==> config.mk <==
export PLATFORM = sky130hd
export DESIGN_NAME = ibanv_ram
export DESIGN_NICKNAME = d
export VERILOG_FILES = /design/src/hdl/ibanv_ram.sv
export SDC_FILE = /design/constraint.sdc
export NUM_CORES = 2
export LEC_CHECK = 0
export ABC_AREA = 1
export BUFFER_PORTS_ARGS = -buffer_cell sky130_fd_sc_hd__clkbuf_2
export CAP_MARGIN = 25
export CORE_MARGIN = 4
export CORE_UTILIZATION = 45
export CTS_CLUSTER_DIAMETER = 40
export DETAILED_ROUTE_END_ITERATION = 7
export PLACE_DENSITY = 0.56
export SETUP_SLACK_MARGIN = 0.02
export SLEW_MARGIN = 10
export SYNTH_ARGS = -nofsm -noshare
export SYNTH_HDL_FRONTEND = slang
export SYNTH_SLANG_ARGS = --single-unit
export TNS_END_PERCENT = 10
==> constraint.sdc <==
create_clock -name aclk -period 8.9 [get_ports aclk]
set_input_delay 1.78 -clock aclk [delete_from_list [all_inputs] [get_ports aclk]]
set_output_delay 1.78 -clock aclk [all_outputs]
set_load 0.02 [all_outputs]
==> src/hdl/ibanv_ram.sv <==
module ibanv_ram #(
    parameter int WIDTH = 32,
    parameter int DEPTH = 64,
    localparam int AW = (DEPTH > 1) ? $clog2(DEPTH) : 1
) (
    input  logic             aclk,
    input  logic             we,
    input  logic [AW-1:0]    waddr,
    input  logic [WIDTH-1:0] wdata,
    input  logic             re,
    input  logic [AW-1:0]    raddr,
    output logic [WIDTH-1:0] rdata
);

    logic [WIDTH-1:0] mem_reg [DEPTH];
    logic [WIDTH-1:0] rdata_reg;

    // Write port and registered read port
    always_ff @(posedge aclk) begin
        if (we) begin
            mem_reg[waddr] <= wdata;
        end
        if (re) begin
            rdata_reg <= mem_reg[raddr];
        end
    end

    assign rdata = rdata_reg;

endmodule

==> run summary <==
max_cap viols: 0
Synth-to-Final Area Change: 15.27%
Worst Path Required: 9650 ps
CP Capture Type: flip-flop
GR Overflow Total: 0
pwr dens: 246.5 nW/µm²
Tmin final: 4401 ps
VDD IR max: 0.2200 mV
Chip Width: 437.6 µm
endpoints failing hold: 0
CTS tree: built
main combinational cell family by area after synthesis: simple AND/OR/NAND/NOR gates
cell internal pwr: 0.01827 W
Fill cells: 15,600
Setup Fix Bufs, Post-CTS: 0
Die Area: 191,500 µm²
Core Util, Final: 52.24%
synth warn: 0
area of the multi-input gates: 18,770 µm²
Core ar.: 183,300 µm²
CTS buffer count: 301
total track usage: 26.41%
fmax: 227.2 MHz
#FFs+latches synth: 2,080
post-CTS resize count: 0
most common cell after layout, fill and taps aside: nand2_1
Sw Pwr: 0.005325 W
Cells after Synth: 6,769
Routed WL: 256,800 µm
DRC: 0
CTS root buffer: clkbuf_16
antenna violations before repair: 14
deepest clock path buffer count: 4
register area share after synthesis: 75.20%
Min-Delay Path Class: reg -> reg
fraction of the mapped netlist area in compound gates: 0%
Yosys top cell area share: 75.20%
syn_nets: 6,816
kind of critical path: in -> reg
Seq pwr share: 46.3%
mux contribution to synthesized area: 0%
unrepaired setup endpoints after global routing: false
depth of the CTS H-tree: 5
vias in the first global route: 51,310
Reg area: 62,460 µm²
syn avg cell area: 12.27 µm²
Worst-Margin Slew: 1132 ps
leakage: 33.71 nW
pin count of the biggest net entering global routing: 209
I/O pin total: 79
first-pass GRT wire length: 367,900 µm
critical path peak fanout: 79
Gate power share: 5.4%
First-pass DRT Iterations: 6
dpl hpwl: 122,300 µm
RD Place Congestion: 0.7880
largest cells by area after synthesis: edfxtp_1 (75%), nand3_1 (11%), nand2_1 (10%), buf_2 (1.7%), buf_4 (0.41%)
Net Sw Frac: 22.57%
initial core utilization: 45.32%
final net count: 6,897
DR iter-0 viols: 6,570
Post-Synth Simple-Gate Area: 22.03%
Relative slew margins: 24.54%
Startpoint Class: input pin
share of layout cells above drive strength 1: 10.46%
Synth area leader: edfxtp_1
Total Neg Setup Slack: 0 ps
Hold Buf Count CTS: 0
adder and majority gate portion of the synthesized area: 0%
Worst Path Arrival: 5150 ps
CTS sink count: 2,080
Vias: 54,400
xor/xnor share of the synthesized area: 0%
Via density: 5.708
final number of setup-violating endpoints: 0
Clock power frac: 48.4%
number of flip-flops in the largest register: 2,048
area of the mapped netlist: 83,060 µm²
num rows: 157
PortBufs: 78
Final Max Tran Viols: 0
Clock Pin Slew Worst Setup and Hold Paths: 50 ps
post-route antenna net violation count: 0
commonest non-fill, non-tap cells in the layout: nand2_1 (2,248), edfxtp_1 (2,080), nand3_1 (1,907)
Die Y: 437.6 µm
Skew-Pair Late Insertion Delay: 930 ps
period utilisation layout: 49.45%
Worst Clk Skew: 63.46 ps
Distinct cells, synth: 15
post-DR wirelength/cell: 26.95 µm
outcome: completed
-- layout make-up --
class                   count  area share (%)
clock buffers             335           8.134
flip-flops and latches   2080           65.24
inverters                  12         0.08625
well taps                2464           3.220
repair buffers            227           1.832
clock inverters           171           1.849
multi-input cells        4228           19.60
diodes                     13         0.03398
-- stage by stage --
stage / total power [W] / std cells / area (µm²) / setup slack [ps] / hold slack, ps
after CTS: 0.02375 / 9514 / 95640 / 4282 / 898.8
after detailed placement: 0.01238 / 9008 / 86080 / 3302 / 874.4
after floorplan: 0.01177 / 6769 / 83060 / 2990 / 796.8
after global placement: 0.01238 / 9008 / 86080 / 3395 / 894.0
final: 0.02360 / 9530 / 95740 / 4499 / 894.4
after global routing: 0.02430 / 9522 / 95720 / 4311 / 953.5
-- power by group through the flow --
stage / registers (W) / clock network (W) / logic [W]
CTS: 0.0109 / 0.0116 / 0.00127
global route: 0.0109 / 0.0120 / 0.00137
floorplan: 0.0111 / 0 / 0.000666
finish: 0.0109 / 0.0114 / 0.00127
global placement: 0.0111 / 0 / 0.00126
detailed placement: 0.0111 / 0 / 0.00127
-- worst max-delay path: stages --
cell and delay, ps:
buf_8 420, buf_4 680, buf_4 390, buf_16 330
nand2_1 110, nand3_1 100, nand3_1 130, nand3_1 110
nand2_1 120, nand2_1 220, nand3_1 430, nand2_1 170
-- final timing paths --
path | from | to | slack [ps] | depth (start not counted)
min | mem_reg[28][17]$_DFFE_PP_ | rdata[17]$_DFFE_PP_ | 890 | 8
max reg2reg | mem_reg[39][26]$_DFFE_PP_ | rdata[26]$_DFFE_PP_ | 6830 | 8
min reg2reg | mem_reg[28][17]$_DFFE_PP_ | rdata[17]$_DFFE_PP_ | 890 | 8
max | raddr[0] | rdata[3]$_DFFE_PP_ | 4500 | 12
-- cells in the mapped netlist (all sizes together) --
cell type / number
nor4: 8
nand2: 2248
nor2: 56
buf: 372
inv: 12
clkbuf: 77
nand3: 1907
edfxtp: 2080
nand4: 9
-- cells by family (layout without fill, tap and decap cells) --
logic type	Yosys count	after routing
buf+inv	461	745
flops	2080	2080
simple gates	4228	4228
other cells	0	13
-- metal layers --
layer  track usage [%]  up-vias  part of all wire, %
li1                  -    24410                    -
met5                 0        -                    0
met3             3.950      499                  7.0
met1             36.19    27240                   41
met2             42.68     2251                   48
met4             10.54        0                  4.2
(Power assumes the default switching activity.)
